[config.mk]
export PLATFORM = sky130hd
export DESIGN_NAME = periodic_cell_neighbor_list
export DESIGN_NICKNAME = d
export VERILOG_FILES = /design/src/hw/rtl/pcnl_pkg.sv /design/src/hw/rtl/periodic_cell_neighbor_list.sv /design/src/hw/rtl/pcnl_front.sv /design/src/hw/rtl/pcnl_queue.sv /design/src/hw/rtl/pcnl_back.sv
export SDC_FILE = /design/constraint.sdc
export NUM_CORES = 1
export LEC_CHECK = 0
export BUFFER_PORTS_ARGS = -buffer_cell sky130_fd_sc_hd__buf_2
export CORE_MARGIN = 2
export CORE_UTILIZATION = 45
export CTS_BUF_LIST = sky130_fd_sc_hd__clkbuf_8
export CTS_CLUSTER_DIAMETER = 40
export DETAILED_ROUTE_END_ITERATION = 10
export PLACE_DENSITY = 0.61
export SYNTH_ARGS = -nofsm -noshare
export SYNTH_HDL_FRONTEND = slang
export SYNTH_HIERARCHICAL = 1
export SYNTH_SLANG_ARGS = --single-unit
export TNS_END_PERCENT = 100
[constraint.sdc]
create_clock -name clk -period 10 [get_ports clk]
set_input_delay 0.5 -clock clk [delete_from_list [all_inputs] [get_ports clk]]
set_output_delay 0.5 -clock clk [all_outputs]
set_load 0.03 [all_outputs]
[src/hw/rtl/pcnl_pkg.sv]
// Shared types and constants for the periodic cell neighbor list block.
`timescale 1ns / 1ps
package pcnl_pkg;

  localparam int CELL_W  = 18;
  localparam int CNT_W   = 7;
  localparam int AXIS_W  = 6;
  localparam int SLOT_W  = 5;
  localparam int IDX_W   = 3;
  localparam int MID_W   = 12;
  localparam logic [CNT_W-1:0] MAX_CELLS = 7'd64;

  localparam logic [IDX_W-1:0] REG_CELLS_X = 3'd0;
  localparam logic [IDX_W-1:0] REG_CELLS_Y = 3'd1;
  localparam logic [IDX_W-1:0] REG_CELLS_Z = 3'd2;
  localparam logic [IDX_W-1:0] REG_REACH_X = 3'd3;
  localparam logic [IDX_W-1:0] REG_REACH_Y = 3'd4;
  localparam logic [IDX_W-1:0] REG_REACH_Z = 3'd5;

  // effective grid settings, counts saturated to 1..64
  typedef struct packed {
    logic [CNT_W-1:0] nx;
    logic [CNT_W-1:0] ny;
    logic [CNT_W-1:0] nz;
    logic             rx;
    logic             ry;
    logic             rz;
  } cfg_t;

  // decomposed center cell
  typedef struct packed {
    logic [AXIS_W-1:0] cx;
    logic [AXIS_W-1:0] cy;
    logic [AXIS_W-1:0] cz;
    logic              err;
  } item_t;

endpackage

[src/hw/rtl/periodic_cell_neighbor_list.sv]
// Top level of the periodic cell neighbor list: config registers, front, queue, back.
//
// Usage: push a linear cell index (z fastest) while full is low. The block returns
// the wrapped linear index of every neighbor cell, x offset outermost and z innermost,
// one result per transfer on the output queue side: a result is valid while empty is
// low and leaves at a clock edge with pop high. The final result of each cell has
// last_neighbor set; an index outside the grid gives one result with index_error set.
// Grid size and reach are written through cfg_valid/cfg_ready/cfg_index/cfg_data while
// the block is idle; cfg_ready is always high, indexes past the six registers are
// ignored.
// Throughput: the front divider works on one cell at a time and takes no new push
// until it has handed that cell off (two 18-bit divisions at three quotient bits per
// cycle, plus load and hand-off); the back emits one result per cycle while pop is high.
// A full cell has 27 results; the divider work of the next cell overlaps them through
// a two-entry queue.
// Reset clears all pending work and sets every axis count to 1 and every reach to 1.
// When pop stays low the back stalls on its output register; the front keeps
// decomposing until the queue is full, then holds its finished cell with full high.
`timescale 1ns / 1ps
module periodic_cell_neighbor_list (
  input  logic                          clk,
  input  logic                          rst,
  input  logic                          cfg_valid,
  output logic                          cfg_ready,
  input  logic [pcnl_pkg::IDX_W-1:0]    cfg_index,
  input  logic [pcnl_pkg::CNT_W-1:0]    cfg_data,
  input  logic                          push,
  output logic                          full,
  input  logic [pcnl_pkg::CELL_W-1:0]   cell_index,
  output logic                          empty,
  input  logic                          pop,
  output logic [pcnl_pkg::CELL_W-1:0]   neighbor_index,
  output logic [pcnl_pkg::SLOT_W-1:0]   neighbor_slot,
  output logic                          last_neighbor,
  output logic                          index_error
);

  logic [pcnl_pkg::CNT_W-1:0] cells_x, cells_y, cells_z;
  logic                       reach_x, reach_y, reach_z;
  pcnl_pkg::cfg_t             cfg;
  logic                       q_push, q_full, q_pop, q_valid;
  pcnl_pkg::item_t            front_item, back_item;

  function automatic logic [pcnl_pkg::CNT_W-1:0] sat_cells(
    input logic [pcnl_pkg::CNT_W-1:0] v
  );
    logic [pcnl_pkg::CNT_W-1:0] res;
    if (v == '0) res = 7'd1;
    else if (v > pcnl_pkg::MAX_CELLS) res = pcnl_pkg::MAX_CELLS;
    else res = v;
    return res;
  endfunction

  assign cfg_ready = 1'b1;

  always_ff @(posedge clk) begin
    if (rst) begin
      cells_x <= 7'd1;
      cells_y <= 7'd1;
      cells_z <= 7'd1;
      reach_x <= 1'b1;
      reach_y <= 1'b1;
      reach_z <= 1'b1;
    end else if (cfg_valid) begin
      unique case (cfg_index)
        pcnl_pkg::REG_CELLS_X: cells_x <= cfg_data;
        pcnl_pkg::REG_CELLS_Y: cells_y <= cfg_data;
        pcnl_pkg::REG_CELLS_Z: cells_z <= cfg_data;
        pcnl_pkg::REG_REACH_X: reach_x <= cfg_data[0];
        pcnl_pkg::REG_REACH_Y: reach_y <= cfg_data[0];
        pcnl_pkg::REG_REACH_Z: reach_z <= cfg_data[0];
        default: ;
      endcase
    end
  end

  always_comb begin
    cfg.nx = sat_cells(cells_x);
    cfg.ny = sat_cells(cells_y);
    cfg.nz = sat_cells(cells_z);
    cfg.rx = reach_x;
    cfg.ry = reach_y;
    cfg.rz = reach_z;
  end

  pcnl_front u_front (
    .clk        (clk),
    .rst        (rst),
    .cfg        (cfg),
    .push       (push),
    .full       (full),
    .cell_index (cell_index),
    .q_push     (q_push),
    .q_full     (q_full),
    .q_item     (front_item)
  );

  pcnl_queue u_queue (
    .clk     (clk),
    .rst     (rst),
    .wr      (q_push),
    .wr_item (front_item),
    .q_full  (q_full),
    .rd      (q_pop),
    .q_valid (q_valid),
    .rd_item (back_item)
  );

  pcnl_back u_back (
    .clk            (clk),
    .rst            (rst),
    .cfg            (cfg),
    .q_valid        (q_valid),
    .q_item         (back_item),
    .q_pop          (q_pop),
    .empty          (empty),
    .pop            (pop),
    .neighbor_index (neighbor_index),
    .neighbor_slot  (neighbor_slot),
    .last_neighbor  (last_neighbor),
    .index_error    (index_error)
  );

endmodule

[src/hw/rtl/pcnl_front.sv]
// Front end: takes a linear index and splits it into x, y, z with a radix-2 divider.
`timescale 1ns / 1ps
module pcnl_front (
  input  logic                              clk,
  input  logic                              rst,
  input  pcnl_pkg::cfg_t                    cfg,
  input  logic                              push,
  output logic                              full,
  input  logic [pcnl_pkg::CELL_W-1:0]       cell_index,
  output logic                              q_push,
  input  logic                              q_full,
  output pcnl_pkg::item_t                   q_item
);

  localparam logic [1:0] ST_IDLE  = 2'd0;
  localparam logic [1:0] ST_DIV_Z = 2'd1;
  localparam logic [1:0] ST_DIV_Y = 2'd2;
  localparam logic [1:0] ST_DONE  = 2'd3;

  localparam int BITS_PER_STEP = 3;
  localparam int DIV_STEPS = pcnl_pkg::CELL_W / BITS_PER_STEP;
  localparam logic [2:0] LAST_STEP = 3'(DIV_STEPS - 1);

  logic [1:0]                    state;
  logic [2:0]                    step;
  logic [pcnl_pkg::CELL_W-1:0]   quo;
  logic [pcnl_pkg::AXIS_W-1:0]   rem;
  logic [pcnl_pkg::CELL_W-1:0]   quo_next;
  logic [pcnl_pkg::AXIS_W-1:0]   rem_next;
  logic [pcnl_pkg::CNT_W-1:0]    divisor;
  pcnl_pkg::item_t               result;

  always_comb begin
    logic [pcnl_pkg::CNT_W-1:0] r;
    quo_next = quo;
    rem_next = rem;
    divisor  = (state == ST_DIV_Y) ? cfg.ny : cfg.nz;
    for (int i = 0; i < BITS_PER_STEP; i++) begin
      r = {rem_next, quo_next[pcnl_pkg::CELL_W-1]};
      if (r >= divisor) begin
        r = r - divisor;
        quo_next = {quo_next[pcnl_pkg::CELL_W-2:0], 1'b1};
      end else begin
        quo_next = {quo_next[pcnl_pkg::CELL_W-2:0], 1'b0};
      end
      rem_next = r[pcnl_pkg::AXIS_W-1:0];
    end
  end

  assign full   = (state != ST_IDLE);
  assign q_push = (state == ST_DONE) && !q_full;
  assign q_item = result;

  always_ff @(posedge clk) begin
    if (rst) begin
      state <= ST_IDLE;
    end else begin
      unique case (state)
        ST_IDLE: begin
          if (push) state <= ST_DIV_Z;
        end
        ST_DIV_Z: begin
          if (step == LAST_STEP) state <= ST_DIV_Y;
        end
        ST_DIV_Y: begin
          if (step == LAST_STEP) state <= ST_DONE;
        end
        ST_DONE: begin
          if (!q_full) state <= ST_IDLE;
        end
        default: state <= ST_IDLE;
      endcase
    end
  end

  always_ff @(posedge clk) begin
    if (state == ST_IDLE) begin
      quo  <= cell_index;
      rem  <= '0;
      step <= '0;
    end else if (state == ST_DIV_Z || state == ST_DIV_Y) begin
      if (step == LAST_STEP) begin
        step <= '0;
        rem  <= '0;
        if (state == ST_DIV_Z) begin
          quo       <= quo_next;
          result.cz <= rem_next;
        end else begin
          result.cy  <= rem_next;
          result.cx  <= quo_next[pcnl_pkg::AXIS_W-1:0];
          result.err <= (quo_next >= pcnl_pkg::CELL_W'(cfg.nx));
        end
      end else begin
        step <= step + 3'd1;
        quo  <= quo_next;
        rem  <= rem_next;
      end
    end
  end

endmodule

[src/hw/rtl/pcnl_queue.sv]
// Two-entry queue of decomposed cells between the front and back ends.
`timescale 1ns / 1ps
module pcnl_queue (
  input  logic            clk,
  input  logic            rst,
  input  logic            wr,
  input  pcnl_pkg::item_t wr_item,
  output logic            q_full,
  input  logic            rd,
  output logic            q_valid,
  output pcnl_pkg::item_t rd_item
);

  pcnl_pkg::item_t mem [2];
  logic       wr_ptr;
  logic       rd_ptr;
  logic [1:0] count;

  assign q_full  = (count == 2'd2);
  assign q_valid = (count != 2'd0);
  assign rd_item = mem[rd_ptr];

  always_ff @(posedge clk) begin
    if (wr) mem[wr_ptr] <= wr_item;
  end

  always_ff @(posedge clk) begin
    if (rst) begin
      wr_ptr <= 1'b0;
      rd_ptr <= 1'b0;
      count  <= 2'd0;
    end else begin
      if (wr) wr_ptr <= ~wr_ptr;
      if (rd) rd_ptr <= ~rd_ptr;
      if (wr && !rd) count <= count + 2'd1;
      else if (rd && !wr) count <= count - 2'd1;
    end
  end

endmodule

[src/hw/rtl/pcnl_back.sv]
// Back end: walks the neighbor offsets and forms wrapped linear indices in two stages.
`timescale 1ns / 1ps
module pcnl_back (
  input  logic                          clk,
  input  logic                          rst,
  input  pcnl_pkg::cfg_t                cfg,
  input  logic                          q_valid,
  input  pcnl_pkg::item_t               q_item,
  output logic                          q_pop,
  output logic                          empty,
  input  logic                          pop,
  output logic [pcnl_pkg::CELL_W-1:0]   neighbor_index,
  output logic [pcnl_pkg::SLOT_W-1:0]   neighbor_slot,
  output logic                          last_neighbor,
  output logic                          index_error
);

  function automatic logic [pcnl_pkg::AXIS_W-1:0] wrap_step(
    input logic [pcnl_pkg::AXIS_W-1:0] c,
    input logic [1:0]                  o,
    input logic [pcnl_pkg::CNT_W-1:0]  n
  );
    logic [pcnl_pkg::CNT_W-1:0] top;
    logic [pcnl_pkg::AXIS_W-1:0] res;
    top = n - 7'd1;
    case (o)
      2'd0:    res = (c == '0) ? top[pcnl_pkg::AXIS_W-1:0] : c - 6'd1;
      2'd2:    res = ({1'b0, c} == top) ? '0 : c + 6'd1;
      default: res = c;
    endcase
    return res;
  endfunction

  logic                        en;
  logic                        busy;
  logic                        load;
  logic                        gen_last;
  pcnl_pkg::item_t             cur;
  logic [1:0]                  ox, oy, oz;
  logic [1:0]                  lo_x, lo_y, lo_z;
  logic [1:0]                  hi_x, hi_y, hi_z;
  logic [pcnl_pkg::SLOT_W-1:0] slot;
  logic [pcnl_pkg::AXIS_W-1:0] ux, uy, uz;

  logic                        a_v;
  logic [pcnl_pkg::MID_W-1:0]  a_mid;
  logic [pcnl_pkg::AXIS_W-1:0] a_uz;
  logic [pcnl_pkg::SLOT_W-1:0] a_slot;
  logic                        a_last;
  logic                        a_err;

  logic                        b_v;
  logic [pcnl_pkg::MID_W+pcnl_pkg::CNT_W-1:0]  b_prod;
  logic [pcnl_pkg::AXIS_W+pcnl_pkg::CNT_W-1:0] a_prod;

  assign lo_x = cfg.rx ? 2'd0 : 2'd1;
  assign lo_y = cfg.ry ? 2'd0 : 2'd1;
  assign lo_z = cfg.rz ? 2'd0 : 2'd1;
  assign hi_x = cfg.rx ? 2'd2 : 2'd1;
  assign hi_y = cfg.ry ? 2'd2 : 2'd1;
  assign hi_z = cfg.rz ? 2'd2 : 2'd1;

  assign en       = !b_v || pop;
  assign gen_last = cur.err || ((ox == hi_x) && (oy == hi_y) && (oz == hi_z));
  assign load     = en && q_valid && (!busy || gen_last);
  assign q_pop    = load;

  assign ux = wrap_step(cur.cx, ox, cfg.nx);
  assign uy = wrap_step(cur.cy, oy, cfg.ny);
  assign uz = wrap_step(cur.cz, oz, cfg.nz);

  assign a_prod = {{pcnl_pkg::CNT_W{1'b0}}, ux} * {{pcnl_pkg::AXIS_W{1'b0}}, cfg.ny};
  assign b_prod = {{pcnl_pkg::CNT_W{1'b0}}, a_mid} * {{pcnl_pkg::MID_W{1'b0}}, cfg.nz};

  always_ff @(posedge clk) begin
    if (rst) begin
      busy <= 1'b0;
      a_v  <= 1'b0;
      b_v  <= 1'b0;
    end else if (en) begin
      if (load) busy <= 1'b1;
      else if (busy && gen_last) busy <= 1'b0;
      a_v <= busy;
      b_v <= a_v;
    end
  end

  always_ff @(posedge clk) begin
    if (load) begin
      cur  <= q_item;
      ox   <= lo_x;
      oy   <= lo_y;
      oz   <= lo_z;
      slot <= '0;
    end else if (en && busy && !gen_last) begin
      slot <= slot + 5'd1;
      if (oz != hi_z) begin
        oz <= oz + 2'd1;
      end else begin
        oz <= lo_z;
        if (oy != hi_y) begin
          oy <= oy + 2'd1;
        end else begin
          oy <= lo_y;
          ox <= ox + 2'd1;
        end
      end
    end
  end

  always_ff @(posedge clk) begin
    if (en) begin
      a_last <= gen_last;
      a_err  <= cur.err;
      if (cur.err) begin
        a_mid  <= '0;
        a_uz   <= '0;
        a_slot <= '0;
      end else begin
        a_mid  <= pcnl_pkg::MID_W'(a_prod + {{pcnl_pkg::CNT_W{1'b0}}, uy});
        a_uz   <= uz;
        a_slot <= slot;
      end
      neighbor_index <= pcnl_pkg::CELL_W'(b_prod + {{pcnl_pkg::MID_W{1'b0}},
                                                    {1'b0, a_uz}});
      neighbor_slot  <= a_slot;
      last_neighbor  <= a_last;
      index_error    <= a_err;
    end
  end

  assign empty = !b_v;

endmodule
==> flow_results.org <==
** Yosys
- The number of nets handed over by synthesis was between 1500 and 2000.
- Avg Cell Area, Syn :: approximately 10 µm²
- Summing every instance area after synthesis gives between 15000 and 20000 µm².
- Count of flip-flops with a built-in enable after synthesis :: 150
- Synth Register Bits :: 198
- For this run, the register share of the synthesized area comes to a little over a third.
- The number of different library cells used by synthesis comes to between 90 and 100.
- Synthesis produced 1470 cells.
- In the synthesized netlist the dominant register cell turns out to be edfxtp_1.
- Synth async-reset ratio :: 0%
- Total of warnings raised by yosys :: 6

** Global route
- Number of antenna violations at the first check in global routing :: 0
- The first global-routing pass estimated 55790 µm of wire.
- Global Route Usage Sum :: approximately a fifth
- The total overflow left after global routing is 0.
- Entering global routing, the biggest net connects 54 pins.
- Via count of the first global-routing pass :: 10725

** Cells and area
- Final net count :: approximately 1700
- Fraction of final layout cells sized beyond drive strength 1 :: a little under an eighth
- Area delta synth->final :: 7.152%
- 0 antenna diodes ended up in the layout.
- Non-filler cells, final :: slightly below 2000

** Placed design
- Port Buf Inserts :: a little under 60
- Final weighted congestion in routability-driven placement :: roughly 0.86
- The wire-length estimate of the detail-placed layout is between 20000 and 30000 µm.
- Counting tap cells, the placed design contains a total of between 1500 and 2000 instances.

** Timing
- Counting I/O delays and the setup requirement, the final critical path takes roughly 9.1 ns.
- Final hold violations :: 0
- For this run, the top clock speed supported by timing is around 110 MHz.
- The tightest hold path in the finished design has a slack of between 0.3 and 0.4 ns.
- At the pin with the least slew margin, the transition time is about 1.2 ns.
- The final number of max-transition violations was 0.
- Crit share post-route :: between 90% and 100%
- In the final timing run, aggregate negative setup slack is 0 ns.
- Setup repair after global routing missed its margin :: no
- Final number of setup-violating endpoints :: 0
- The worst pin sits at a relative slew slack of a little under a fifth.
- The clock arrives with 0.01666 ns of skew.

** Worst hold path
- The worst hold path terminates at u_front/quo[6].
- Hold-critical path depth :: 2
- Startpoint of the tightest hold check path :: cell_index[6]
- Type of the tightest min-delay check :: in -> reg

** Critical path
- Data on the critical path is required at its endpoint by 10.23 ns.
- The worst setup path is launched from a flop.
- Critical path start-end classification :: reg -> reg
- Delay of the slowest cell on the worst path :: between 0.5 and 0.6 ns
- The slowest stage of the critical path is the ha_1 cell.
- The worst setup path is captured at a flop.
- The worst register-to-register path begins at u_front/state[0].
- Worst EP arrival :: 9.31 ns
- The worst register-to-register path ends at u_front/q_item[0].
- Cells on worst reg2reg path :: 37
- Of all nets on the critical path, the largest fanout is 12.
- Flop-to-flop setup slack :: between 0.9 and 1 ns

** Floorplanning
- The floorplan has between 60 and 70 rows.
- Area of the die :: 35390 µm²
- Number of I/O pins :: 61
- Die extent in y :: around 190 µm
- Effective utilization at floorplan :: between 40% and 50%
- Std-Cell Core Area :: around 33000 µm²
- Die width :: approximately 190 µm

** Detailed routing
- Wire length on met2 :: 16640 µm
- After detailed routing, the average wire length per cell comes to 17.21 µm.
- Top Metal Used :: met4
- For this block, the initial DRC count from the detailed router was 595.
- After detailed routing, the wire length on met1 is 15320 µm.
- Total number of vias :: 10643
- The count of nets left with antenna violations once routing finished came out at 0.
- Number of search-and-repair iterations in the first detailed-routing pass :: 6
- WL met3 :: approximately 1100 µm
- DRC :: 0
- Dividing the detail-routed via count by the number of cells gives 5.416.
- After detailed routing, the total wire length is 33810 µm.

** Run status
- The run finished with clean final reports.

** Power
- Power comes to around 5200 µW.
- Static Leakage :: ~0.007 µW
- Across the VDD grid, the largest voltage drop is ~0.38 mV.
- Power spread over the standard cell area amounts to 318.0 nW/µm².

** Clocking
- Maximum buffer depth of the clock tree :: 2
- Count of clock tree sinks :: roughly 200
- Buffers inserted during clock tree synthesis total 17.
- TritonCTS built the clock tree.
- Clk Tree Root Cell :: clkbuf_8
- For the worst-skew pair, the clock arrives at the later sink with an insertion delay of roughly 0.50 ns.
- The H-tree was split into 4 levels.
- Clock transition time at the flip-flop clock pins of the worst setup and hold paths :: 0.11 ns

** Run
- Max-cap violations :: 0
cell families (layout without fill, tap and decap cells):
group                      count (synthesis)  after routing  share of synthesized area [%]
other                                      1              1                        0.02458
xor gates and xnor gates                  96             96                          5.512
adders and majority gates                202            202                          20.32
muxes                                     79             79                          5.651
buffers and inverters                    199            246                          5.618
DFF                                      198            198                          35.83
AOI/OAI and AO/OA                        210            210                          9.744
and+or+nand+nor                          485            485                          17.30
cells in the final DEF, fill, tap and decap left out, drive strengths merged, types with 38 or more instances in the layout:
cell type and instances:
xor2 38, edfxtp 150, mux2 41, xnor2 58
dfxtp 48, nand2b 41, nor2 86, buf 78
ha 119, nand2 100, fa 78, mux2i 38
and2 93, a21oi 46, inv 141, o21ai 45
cell type report:
cell class                      instances  area (µm²)
Tap cell                              448       560.5
Clock inverter                         15       165.2
Clock buffer                           17       234.0
Sequential cell                       198        5466
Multi-Input combinational cell       1073        8971
Inverter                              136       510.5
Timing Repair Buffer                   78       437.9
Fill cell                            3058       17100
per-stage QoR:
step | area, µm² | util, % | setup slack [ns]
floorplan | 15250 | - | 2.021
detailed placement | 15950 | 47.67 | 0.9222
finish | 16350 | 48.87 | 0.9257
global placement | 15950 | 47.67 | 1.236
CTS | 16340 | 48.86 | 0.8802
global route | 16350 | 48.87 | 0.07331
synth_stat cells (all sizes together) (21+ instances only):
cell | n | area (µm²)
mux2 | 41 | 469.2
edfxtp | 150 | 4504
a21oi | 46 | 230.2
and2 | 93 | 583.1
nand2b | 41 | 256.5
nand2 | 100 | 375.4
nand3 | 25 | 125.1
buf | 21 | 168.9
inv | 135 | 506.7
clkbuf | 42 | 177.7
fa | 78 | 1562
xnor2 | 58 | 508.0
dfxtp | 48 | 960.9
nor3 | 24 | 136.4
ha | 119 | 1489
nor2b | 35 | 219.0
o21ai | 45 | 229.0
mux2i | 38 | 392.9
nor2 | 86 | 322.8
xor2 | 38 | 332.8
worst max path at each step:
stage | slack [ns] | startpoint | cells after the start | to
3_5_place_dp | 0.92 | cells_z[6] | 38 | u_front/q_item[0]
4_1_cts | 0.88 | cells_z[6] | 38 | u_front/q_item[0]
2_1_floorplan | 2.02 | cells_z[1] | 40 | u_front/q_item[0]
6_report | 0.93 | u_front/state[0] | 37 | u_front/q_item[0]
5_1_grt | 0.07 | u_front/state[0] | 37 | u_front/q_item[0]
3_3_place_gp | 1.24 | cells_z[6] | 38 | u_front/q_item[0]
critical path: cells and delay by family (launching register included):
kind,cells,cell delay [ns]
AOI/OAI and AO/OA,11,2.91
and+or+nand+nor,15,2.12
adders and majority gates,5,1.79
muxes,3,1.18
buffers and inverters,3,0.41
DFF,1,0.38
registers in the layout (all words and copies together), names as in the netlist, 2 cells and up, named ones only:
name	count
u_back/a_slot	5
u_queue/mem	38
cells_z	7
u_back/ox	2
u_front/q_item	19
u_front/step	3
u_front/rem	6
cells_x	7
u_front/state	2
u_back/slot	5
u_back/oy	2
u_front/quo	18
u_back/a_uz	6
u_back/oz	2
u_back/a_mid	12
u_back/neighbor_slot	5
cells_y	7
u_back/neighbor_index	18
u_queue/count	2
u_back/cur	19
per-layer routing:
| layer | up-vias | GRT usage, % |
|---|---|---|
| li1 | 5213 | - |
| met1 | 5152 | 25.18 |
| met2 | 228 | 34.94 |
| met3 | 50 | 3.257 |
| met4 | 0 | 5.845 |
| met5 | - | 0 |
where the power goes:
group          total (µW)  leakage (µW)  internal [µW]  switching, µW
Combinational        3200       0.00502           1240           1960
Sequential           1470       0.00191           1240            230
Clock                 529      0.000204            208            320
Total                5200       0.00714           2690           2510
what timing repair did:
action                                  CTS  global route
buffers inserted                          0             0
hold buffers                              0             0
endpoints found under the setup margin    0             1
resized for setup                         0             1
Power figures use the tool's default switching activity.
